<file path="src/hdl/omdg_pkg.sv">
// Shared types and constants for the octant max-dilation grid unit.
package omdg_pkg;

	// Operation codes carried by an input item.
	typedef enum logic {
		OP_MERGE = 1'b0,
		OP_READ  = 1'b1
	} op_t;

	// Configuration register indexes.
	localparam int CFG_IDX_BITS = 2;
	localparam logic [CFG_IDX_BITS-1:0] REG_HALF_RES = 2'd0;
	localparam logic [CFG_IDX_BITS-1:0] REG_OFFSET_X = 2'd1;
	localparam logic [CFG_IDX_BITS-1:0] REG_OFFSET_Y = 2'd2;
	localparam logic [CFG_IDX_BITS-1:0] REG_OFFSET_Z = 2'd3;

	// Width of the octant shift registers.
	localparam int OFS_BITS = 6;

	// Octant sequencing: eight octants per merge.
	localparam int OCT_BITS = 3;
	localparam logic [OCT_BITS-1:0] OCT_LAST = 3'd7;

	// Queue between the front and back parts.
	localparam int QUEUE_DEPTH = 4;
	localparam int QPTR_BITS   = 2;

	// Configuration register set.
	typedef struct packed {
		logic                half_res;
		logic [OFS_BITS-1:0] off_x;
		logic [OFS_BITS-1:0] off_y;
		logic [OFS_BITS-1:0] off_z;
	} cfg_t;

	// Queue status seen by the producer and the consumer.
	typedef struct packed {
		logic full;
		logic empty;
	} qstat_t;

endpackage

</file>
<file path="src/hdl/omdg_queue.sv">
// Short queue of grid updates between the front and back parts.
module omdg_queue #(
	parameter int ENTRY_W = 28
) (
	input  logic               clk,
	input  logic               arst_n,
	input  logic               push,
	input  logic [ENTRY_W-1:0] push_data,
	input  logic               pop,
	output logic [ENTRY_W-1:0] head,
	output omdg_pkg::qstat_t   qstat
);

	logic [ENTRY_W-1:0]           slot_q [omdg_pkg::QUEUE_DEPTH];
	logic [omdg_pkg::QPTR_BITS-1:0] wr_ptr_q;
	logic [omdg_pkg::QPTR_BITS-1:0] rd_ptr_q;
	logic [omdg_pkg::QPTR_BITS:0]   count_q;

	assign head        = slot_q[rd_ptr_q];
	assign qstat.full  = (count_q == (omdg_pkg::QPTR_BITS + 1)'(omdg_pkg::QUEUE_DEPTH));
	assign qstat.empty = (count_q == '0);

	// Pointers and fill level.
	always_ff @(posedge clk or negedge arst_n) begin
		if (!arst_n) begin
			wr_ptr_q <= '0;
			rd_ptr_q <= '0;
			count_q  <= '0;
		end else begin
			if (push) begin
				wr_ptr_q <= wr_ptr_q + 1'b1;
			end
			if (pop) begin
				rd_ptr_q <= rd_ptr_q + 1'b1;
			end
			if (push && !pop) begin
				count_q <= count_q + 1'b1;
			end else if (pop && !push) begin
				count_q <= count_q - 1'b1;
			end
		end
	end

	// Entry storage.
	always_ff @(posedge clk) begin
		if (push) begin
			slot_q[wr_ptr_q] <= push_data;
		end
	end

endmodule

</file>
<file path="config.mk">
export PLATFORM = sky130hd
export DESIGN_NAME = omdg_queue
export DESIGN_NICKNAME = d
export VERILOG_FILES = /design/src/hdl/omdg_pkg.sv /design/src/hdl/omdg_queue.sv
export SDC_FILE = /design/constraint.sdc
export NUM_CORES = 1
export LEC_CHECK = 0
export BUFFER_PORTS_ARGS = -buffer_cell sky130_fd_sc_hd__clkbuf_2
export CORE_AREA = 2 2 97 99
export DETAILED_ROUTE_END_ITERATION = 8
export DIE_AREA = 0 0 99 101
export HOLD_SLACK_MARGIN = 0.03
export PLACE_DENSITY = 0.73
export SLEW_MARGIN = 20
export SYNTH_ARGS = -nofsm -noshare
export SYNTH_HDL_FRONTEND = slang
export SYNTH_SLANG_ARGS = --single-unit
export TNS_END_PERCENT = 50
</file>
<file path="constraint.sdc">
create_clock -name clk -period 1.7 [get_ports clk]
set_input_delay 0.34 -clock clk [delete_from_list [all_inputs] [get_ports clk]]
set_output_delay 0.34 -clock clk [all_outputs]
set_load 0.05 [all_outputs]
</file>
==> impl_metrics.tcl <==
set metrics [dict create \
    post-route-period-util_pct 130.2 \
    drt_iter0_drc 146 \
    clk_latency_ns 0.50 \
    gr-total-overflow 0 \
    drv_cap 0 \
    ys.warnings.count 0 \
    nets 309 \
    grt_usage_pct 16.51 \
    clkTransAtPathRegs_ns 0.06 \
    syn_area_sq_um 4436 \
    placed_area_sq_um 5062 \
    numCtsBuffers 17 \
    wl_um 7559 \
    multi_input_area_sq_um 845.8 \
    tritoncts "yes" \
    power_density_nw_per_um2 2190 \
    status "finished, violations left" \
    min_path_cells 1 \
    clk_path_buf_depth 2 \
    fp.dieW_um 99 \
    violations "setup timing" \
    path_class "reg2out" \
    ys_seq_elements 119 \
    drtPass1Iterations 4 \
    gp_congestion 0.7127 \
    antenna_found_initial 0 \
    drv_slew 0 \
    fin_total_pwr_mw 13.18 \
    rsz0062_at_grt "yes" \
    ant_nets 0 \
    grt_first_pass_wirelength_um 11960 \
    synth_cell_types 18 \
    pre_cts_ws_ns -0.03406 \
    rows 35 \
    avgSynthCellArea_sq_um 24.64 \
    final_cell_mix "112 x edfxtp_1, 31 x clkbuf_2, 28 x mux4_2" \
    htree_levels 4 \
    final_common_cell "edfxtp_1" \
    hold_viol 0 \
    worst_setup_path_end_kind "primary output" \
    fmax_mhz 451.6 \
    stdcell_area_sq_um 6018 \
    dpl.hpwl_um 4455 \
    layout-drive-gt1-share_pct 51.06 \
    ys_seq_area_share_pct 79.77 \
    vias_per_cell 5.258 \
    layout_setup_ws_ns -0.5142 \
    worst_slew_pin_slew_ns 0.7823 \
    cts-root-buf "clkbuf_8" \
    core_area_sq_um 8977 \
    synthCells 180 \
    leakage_nw 2.169 \
    crit_required_ns 1.36 \
    finalSetupViolCount 28 \
    wl_per_cell_um 19.14 \
    grt_pass1_vias 2240 \
    crit_path_start_kind "flop" \
    area_growth_pct 35.68 \
    io_buffer_count 61 \
    fin_skew_ns 0.007235 \
    finalCriticalPeriod_ns 2.214 \
    crit_path_max_fanout 5 \
    crit_arrival_ns 1.87 \
    max-vdd-ir-drop_v 0.001553 \
    grt_max_degree 29 \
    route.vias.total 2077 \
    slew-limit-headroom_pct 47.85 \
    setup_tns_ns -13.42 \
    cts_sinks 119 \
    reg2regPathDepth 2 \
    io_pins 62 \
    drc 0 \
    die-area_sq_um 9999 \
    min_path_type "in2reg" \
    antennaDiodeCount 0 \
    n_fill_cell 557 \
    dieHeight_um 101 \
    synth_fp_nets 218 \
    initial_utilization_pct 49.41 \
    regArea_sq_um 3541 \
]
==> timing repair <==
action                                 in CTS  in global routing
cloned                                      2                  0
pin swaps                                   1                  0
endpoints found under the hold margin       7                  0
hold buffers                                1                  0
gates resized for setup                    57                 26
buffers inserted                            3                  0
setup endpoints to repair                  30                 30
==> critical path: stages (launching register included) <==
cell,delay [ns]
dfrtp_2,0.39
buf_6,0.13
buf_12,0.13
mux4_2,0.55
buf_12,0.18
==> flip-flops by register name, summed over array words and instances, names as in the netlist <==
name / flops
rd_ptr_q: 2
count_q: 3
wr_ptr_q: 2
slot_q: 112
==> cells by family after synthesis <==
group,count (synthesis),share of synthesized area (%)
compound gates,1,0.1127
xor+xnor,6,1.185
fa+ha+maj,6,1.862
buf+inv,10,1.495
flops,119,79.77
mux,29,14.47
simple gates,9,1.100
==> cell usage after synthesis <==
library cell	count	area share (%)
edfxtp_1	112	76
mux4_2	28	14
dfrtp_1	7	3.9
ha_1	5	1.4
and2_1	4	0.56
inv_1	4	0.34
xor2_1	4	0.79
buf_6	3	0.76
buf_2	2	0.23
nand2_1	2	0.17
xnor2_1	2	0.39
buf_4	1	0.17
fa_1	1	0.45
mux2_2	1	0.25
nor2_1	1	0.085
nor3_1	1	0.11
nor3b_1	1	0.17
o21ai_0	1	0.11
==> path summary, 6_finish.rpt <==
check	to	slack (ns)	startpoint
worst max-delay path	head[0]	-0.51	rd_ptr_q[0]$_DFFE_PN0P_
worst min-delay path	slot_q[3][14]$_DFFE_PP_	0.06	push_data[14]
worst max register to register	slot_q[3][10]$_DFFE_PP_	0.14	wr_ptr_q[1]$_DFFE_PN0P_
worst min register to register	count_q[2]$_DFFE_PN0P_	0.51	count_q[2]$_DFFE_PN0P_
max in group asynchronous	rd_ptr_q[0]$_DFFE_PN0P_	1.30	arst_n
min in group asynchronous	count_q[2]$_DFFE_PN0P_	0.21	arst_n
==> per-stage QoR <==
step | hold WS (ns) | util (%) | std cells
2_1_floorplan | 0.04441 | - | 180
3_3_place_gp | 0.1885 | 56.39 | 357
3_5_place_dp | 0.1895 | 56.39 | 357
4_1_cts | 0.04055 | 66.62 | 395
5_1_grt | 0.03871 | 67.04 | 395
6_report | 0.06125 | 67.04 | 395
==> power breakdown <==
| part | internal, mW | switching [mW] | total (mW) |
|---|---|---|---|
| logic | 2.59 | 3.04 | 5.63 |
| clock network | 2.24 | 1.25 | 3.49 |
| registers | 3.86 | 0.201 | 4.06 |
==> layout make-up <==
cell class | instances | share of cell area [%]
Inverter | 4 | 0.2495
Sequential cell | 119 | 58.84
Clock buffer | 18 | 6.944
Timing Repair Buffer | 78 | 14.68
Multi-Input combinational cell | 51 | 14.05
Tap cell | 111 | 2.308
Clock inverter | 14 | 2.931
==> per-layer routing <==
layer	GRT usage, %	wire length [um]	up-vias
li1	-	-	939
met1	21.00	3213	1076
met2	27.18	3859	57
met3	5.270	432	5
met4	5.690	53	0
met5	0	0	-
(Power assumes the default switching activity.)
