### config.mk
export PLATFORM = sky130hd
export DESIGN_NAME = omdg_front
export DESIGN_NICKNAME = d
export VERILOG_FILES = /design/src/hdl/omdg_pkg.sv /design/src/hdl/omdg_front.sv
export SDC_FILE = /design/constraint.sdc
export NUM_CORES = 1
export LEC_CHECK = 0
export ABC_AREA = 1
export BUFFER_PORTS_ARGS = -buffer_cell sky130_fd_sc_hd__buf_4
export CORE_ASPECT_RATIO = 1.1
export CORE_UTILIZATION = 58
export DETAILED_ROUTE_END_ITERATION = 10
export HOLD_SLACK_MARGIN = 0.06
export PLACE_DENSITY = 0.84
export SLEW_MARGIN = 10
export SYNTH_ARGS = -nofsm -noshare
export SYNTH_HDL_FRONTEND = slang
export SYNTH_SLANG_ARGS = --single-unit
### constraint.sdc
create_clock -name clk -period 5.28 [get_ports clk]
set_clock_uncertainty 0.05 [all_clocks]
set_input_delay 0 -clock clk [delete_from_list [all_inputs] [get_ports clk]]
set_output_delay 0 -clock clk [all_outputs]
set_load 0.01 [all_outputs]
### src/hdl/omdg_pkg.sv
// Shared types and constants for the octant max-dilation grid unit.
package omdg_pkg;

	// Operation codes carried by an input item.
	typedef enum logic {
		OP_MERGE = 1'b0,
		OP_READ  = 1'b1
	} op_t;

	// Configuration register indexes.
	localparam int CFG_IDX_BITS = 2;
	localparam logic [CFG_IDX_BITS-1:0] REG_HALF_RES = 2'd0;
	localparam logic [CFG_IDX_BITS-1:0] REG_OFFSET_X = 2'd1;
	localparam logic [CFG_IDX_BITS-1:0] REG_OFFSET_Y = 2'd2;
	localparam logic [CFG_IDX_BITS-1:0] REG_OFFSET_Z = 2'd3;

	// Width of the octant shift registers.
	localparam int OFS_BITS = 6;

	// Octant sequencing: eight octants per merge.
	localparam int OCT_BITS = 3;
	localparam logic [OCT_BITS-1:0] OCT_LAST = 3'd7;

	// Queue between the front and back parts.
	localparam int QUEUE_DEPTH = 4;
	localparam int QPTR_BITS   = 2;

	// Configuration register set.
	typedef struct packed {
		logic                half_res;
		logic [OFS_BITS-1:0] off_x;
		logic [OFS_BITS-1:0] off_y;
		logic [OFS_BITS-1:0] off_z;
	} cfg_t;

	// Queue status seen by the producer and the consumer.
	typedef struct packed {
		logic full;
		logic empty;
	} qstat_t;

endpackage

### src/hdl/omdg_front.sv
// Front part: accepts items, holds settings, emits one update per octant or read.
module omdg_front #(
	parameter int AXIS_BITS = 6,
	parameter int CELL_BITS = 8,
	parameter int ENTRY_W   = 2 + 3 * AXIS_BITS + CELL_BITS
) (
	input  logic                              clk,
	input  logic                              arst_n,
	input  logic                              start,
	input  logic                              operation,
	input  logic signed [AXIS_BITS-1:0]       coord_x,
	input  logic signed [AXIS_BITS-1:0]       coord_y,
	input  logic signed [AXIS_BITS-1:0]       coord_z,
	input  logic [CELL_BITS-1:0]              cell_in,
	input  logic                              cfg_wr_en,
	input  logic [omdg_pkg::CFG_IDX_BITS-1:0] cfg_index,
	input  logic [omdg_pkg::OFS_BITS-1:0]     cfg_wdata,
	input  logic                              clear_busy,
	input  omdg_pkg::qstat_t                  qstat,
	output logic                              busy,
	output logic                              push,
	output logic [ENTRY_W-1:0]                push_data
);

	// Working width for a coordinate after the shift is subtracted.
	localparam int DW = ((AXIS_BITS > omdg_pkg::OFS_BITS) ? AXIS_BITS : omdg_pkg::OFS_BITS) + 2;

	omdg_pkg::cfg_t                  cfg_q;
	logic                            gen_q;
	logic [omdg_pkg::OCT_BITS-1:0]   oct_q;
	omdg_pkg::op_t                   op_q;
	logic [AXIS_BITS-1:0]            cx_q;
	logic [AXIS_BITS-1:0]            cy_q;
	logic [AXIS_BITS-1:0]            cz_q;
	logic [CELL_BITS-1:0]            val_q;

	logic                            accept;
	logic                            last;
	logic [AXIS_BITS:0]              tx;
	logic [AXIS_BITS:0]              ty;
	logic [AXIS_BITS:0]              tz;

	// Target along one axis: returns {in_grid, grid index}.
	function automatic logic [AXIS_BITS:0] axis_target(
		input logic [AXIS_BITS-1:0]          c,
		input logic [omdg_pkg::OFS_BITS-1:0] off,
		input logic                          sub,
		input logic                          half
	);
		logic [DW-1:0]          t;
		logic [DW-AXIS_BITS:0]  hi;
		logic                   ok;
		t = {{(DW - AXIS_BITS){c[AXIS_BITS-1]}}, c};
		if (sub) begin
			t = t - {{(DW - omdg_pkg::OFS_BITS){1'b0}}, off};
		end
		if (half) begin
			t = {t[DW-1], t[DW-1:1]};
		end
		hi = t[DW-1:AXIS_BITS-1];
		ok = (hi == '0) || (hi == '1);
		return {ok, ~t[AXIS_BITS-1], t[AXIS_BITS-2:0]};
	endfunction

	assign accept = start && !busy;
	assign push   = gen_q && !qstat.full;
	assign last   = (op_q == omdg_pkg::OP_READ) || (oct_q == omdg_pkg::OCT_LAST);
	assign busy   = clear_busy || (gen_q && !(push && last));

	// Octant targets; a read addresses the stored grid directly.
	always_comb begin
		if (op_q == omdg_pkg::OP_READ) begin
			tx = axis_target(cx_q, cfg_q.off_x, 1'b0, 1'b0);
			ty = axis_target(cy_q, cfg_q.off_y, 1'b0, 1'b0);
			tz = axis_target(cz_q, cfg_q.off_z, 1'b0, 1'b0);
		end else begin
			tx = axis_target(cx_q, cfg_q.off_x, oct_q[0], cfg_q.half_res);
			ty = axis_target(cy_q, cfg_q.off_y, oct_q[1], cfg_q.half_res);
			tz = axis_target(cz_q, cfg_q.off_z, oct_q[2], cfg_q.half_res);
		end
		push_data = {op_q == omdg_pkg::OP_READ,
			tx[AXIS_BITS] && ty[AXIS_BITS] && tz[AXIS_BITS],
			tz[AXIS_BITS-1:0], ty[AXIS_BITS-1:0], tx[AXIS_BITS-1:0], val_q};
	end

	// Configuration registers.
	always_ff @(posedge clk or negedge arst_n) begin
		if (!arst_n) begin
			cfg_q.half_res <= 1'b0;
			cfg_q.off_x    <= omdg_pkg::OFS_BITS'(1);
			cfg_q.off_y    <= omdg_pkg::OFS_BITS'(1);
			cfg_q.off_z    <= omdg_pkg::OFS_BITS'(1);
		end else if (cfg_wr_en) begin
			case (cfg_index)
				omdg_pkg::REG_HALF_RES: cfg_q.half_res <= cfg_wdata[0];
				omdg_pkg::REG_OFFSET_X: cfg_q.off_x    <= cfg_wdata;
				omdg_pkg::REG_OFFSET_Y: cfg_q.off_y    <= cfg_wdata;
				omdg_pkg::REG_OFFSET_Z: cfg_q.off_z    <= cfg_wdata;
				default: ;
			endcase
		end
	end

	// Octant sequencer control.
	always_ff @(posedge clk or negedge arst_n) begin
		if (!arst_n) begin
			gen_q <= 1'b0;
			oct_q <= '0;
		end else if (accept) begin
			gen_q <= 1'b1;
			oct_q <= '0;
		end else if (push && last) begin
			gen_q <= 1'b0;
		end else if (push) begin
			oct_q <= oct_q + 1'b1;
		end
	end

	// Item payload captured on transfer.
	always_ff @(posedge clk) begin
		if (accept) begin
			op_q  <= omdg_pkg::op_t'(operation);
			cx_q  <= coord_x;
			cy_q  <= coord_y;
			cz_q  <= coord_z;
			val_q <= cell_in;
		end
	end

endmodule

==> results by group <==
Clock tree
  – Clock sinks: 50
  – Hold buffer count at cts: 39
  – CTS Buf Count: 5
  – Post-cts repair resize count: 0
  – Reg clk slew, reported paths: between 100 and 150 ps
  – Setup Fix Bufs, Post-CTS: 0
  – CTS Root Cell: clkbuf_8
  – Clock tree buffer depth: 2
  – H-tree depth: 2
  – CTS tree: yes
  – Clk Latency, worst-skew pair: 310 ps

Worst hold path
  – Type of the tightest min-delay check: primary input to asynchronous set/reset pin

Timing
  – RSZ-0062 raised after global routing: no
  – Relative slew margins: 0.269
  – Slew @ Worst Pin: 1100 ps
  – FMAX: 362 MHz
  – Final setup margin: approximately 2500 ps
  – Final worst path period need: 2760 ps
  – Max Slew Vio Count: 0
  – Final setup vio count: 0
  – Fin crit share: 0.523
  – Fin. Hold Viols: 0
  – TNS Setup: 0 ps

Worst setup path
  – Startpoint Class: flip-flop
  – Slowest Stage Delay on Critical Path: 820 ps
  – Maximum fanout along the worst path: 28
  – CP endpoint kind: flip-flop
  – WP data required: ~5400 ps
  – WP buf/inv: 2
  – Slowest cell on the critical path: inv_1
  – Setup CP Type: flip-flop to flip-flop
  – Crit path cell chain: ha_1 -> ha_1 -> nor2_1 -> o21ai_1 -> nand3_1 -> inv_1 -> a21oi_2 -> a21boi_0 -> inv_1
  – Arr. time, crit path: 2920 ps
  – Critical path's top delay family: buffers and inverters

Yosys
  – Post-Syn Area: around 3500 um2
  – Synthesized instance count: 449
  – Post-synth top area share: 0.234
  – Synth area leaders: edfxtp_1 23%, dfrtp_1 14%, nand2_1 12%
  – Sequential element share of the synthesized area: 0.401
  – Synth unique cells: 35
  – Ys Warns: 0
  – Avg Inst Size Synth: 7.72 um2
  – Synth area leader: edfxtp_1
  – Synth Register Bits: 50
  – Syn nets: 517

Die
  – Core area: approximately 5800 um2
  – Die ar.: 6290 um2
  – Starting Density: 0.601
  – Die H: 83.1 um
  – Die Wd: 75.7 um
  – Row Count: 29
  – Num ports: approximately 70

Finish
  – Commonest non-fill, non-tap cell in the layout: nand2_1
  – Layout net count: 620
  – Filler cells: around 400
  – Layout cells sized above 1: 0.179
  – Commonest non-fill, non-tap cells in the layout: 115 x nand2_1, 81 x inv_1, 71 x buf_4
  – Ant diodes: 0
  – Area delta synth->final: 30.2%
  – Util after Layout: 0.782

GRT
  – Grt total ovfl: 0
  – Initial antenna violation count: 0
  – All-layer global routing usage: 0.284
  – Largest net degree at the start of global routing: 29
  – First-pass GRT wire length: ~14 mm
  – Vias in the first global route: 3263

Placement
  – Detailed placement HPWL: 5.63 mm
  – Worst slack, placed: 2440 ps
  – Gp weighted congestion: 0.882
  – Port Buffer Count: 70

Detailed routing
  – Drt pass-1 iters: 5
  – Via/cell ratio: 5.15
  – Routed Antenna Nets: 0
  – DR iter-0 viols: approximately 160
  – WL/cell: 12.9 um
  – Vias: 3244
  – Final wirelength: 8.15 mm
  – DRC Markers: 0

Power and ir drop
  – Total power: 1.22 mW
  – VDD IR-drop max: between 0.15 and 0.2 mV
  – Leak pwr: approximately 2.3 nW
  – Pwr Density: 270 nW/um2

Flow run
  – Max cap viols: 0

Run status
  – Status: finished, final reports clean
==> metrics by stage <==
stage	area, um2	hold WS (ps)	instances
after floorplan	3470	-346	449
after global placement	4030	-138	583
after detailed placement	4030	-133	583
after CTS	4510	71.4	630
after global routing	4510	71.9	630
final	4510	55.3	630
==> layout make-up <==
type / instances / area [um2] / share of cell area
clock buffers: 5 / 68.8 / 0.0152
clock inverters: 3 / 22.5 / 0.00499
inverters: 85 / 319 / 0.0707
multi-input cells: 300 / 1690 / 0.375
flip-flops and latches: 50 / 1390 / 0.308
well taps: 77 / 96.3 / 0.0213
repair buffers: 110 / 923 / 0.205
==> sequential cells by signal, indices dropped and copies added, names as in the netlist <==
| name | flops |
|---|---|
| val_q | 8 |
| gen_q | 1 |
| op_q | 1 |
| oct_q | 3 |
| cx_q | 6 |
| cy_q | 6 |
| cz_q | 6 |
| cfg_q | 19 |
==> cells by family (layout without fill, tap and decap cells) <==
kind of cell | Yosys count | after routing | synth area share
compound gates | 87 | 87 | 0.144
xor+xnor | 6 | 6 | 0.0152
simple gates | 181 | 181 | 0.229
fa+ha+maj | 26 | 26 | 0.100
buf+inv | 99 | 203 | 0.111
flops | 50 | 50 | 0.401
==> Yosys cell counts <==
cell type,number
nand2_1,115
inv_1,81
o21ai_0,42
nand3_1,32
edfxtp_1,27
ha_1,23
dfrtp_1,20
a21oi_1,17
nor2_1,14
clkbuf_1,7
nand4_1,7
nand3_2,6
o211ai_1,6
o21ai_1,6
buf_2,4
xnor2_1,4
a21oi_2,3
dfstp_2,3
fa_1,3
inv_2,3
o22ai_1,3
o32a_1,3
a31oi_1,2
a32oi_1,2
buf_4,2
nand2_2,2
nand3b_1,2
nor2_2,2
xor2_1,2
a21boi_0,1
buf_1,1
clkinv_1,1
nor3_1,1
o21a_1,1
o21ai_2,1
==> power breakdown <==
group	leakage, nW	internal [mW]	switching (mW)
combinational	1.68	0.210	0.273
sequential	0.533	0.457	0.0390
clock	0.0489	0.0963	0.145
total	2.26	0.763	0.456
==> path summary, 6_finish.rpt <==
path | startpoint | end | slack, ps | cells after the start
worst max-delay path | oct_q[1] | oct_q[0] | 2520 | 9
min in group clk | start | oct_q[0] | 150 | 5
worst max register to register | oct_q[1] | oct_q[0] | 2520 | 9
worst min-delay path | arst_n | cfg_q[18] | 60 | 2
max in group asynchronous | arst_n | cfg_q[12] | 4820 | 2
worst min register to register | cfg_q[17] | cfg_q[17] | 450 | 2
==> worst reg2reg max path, delay by kind of cell, from the launching register on <==
kind	cells	cell delay (ps)
fa+ha+maj	2	370
buf+inv	2	870
simple gates	2	240
compound gates	3	530
flops	1	600
==> routing by layer <==
metal  up-vias  part of all wire  global-route usage
met5         -                 0                   0
met4         0             0.013              0.0993
met3        14             0.055              0.0631
met2        94              0.50               0.481
met1      1457              0.43               0.348
li1       1679                 -                   -
No activity file was read; power rests on OpenSTA's default activity.
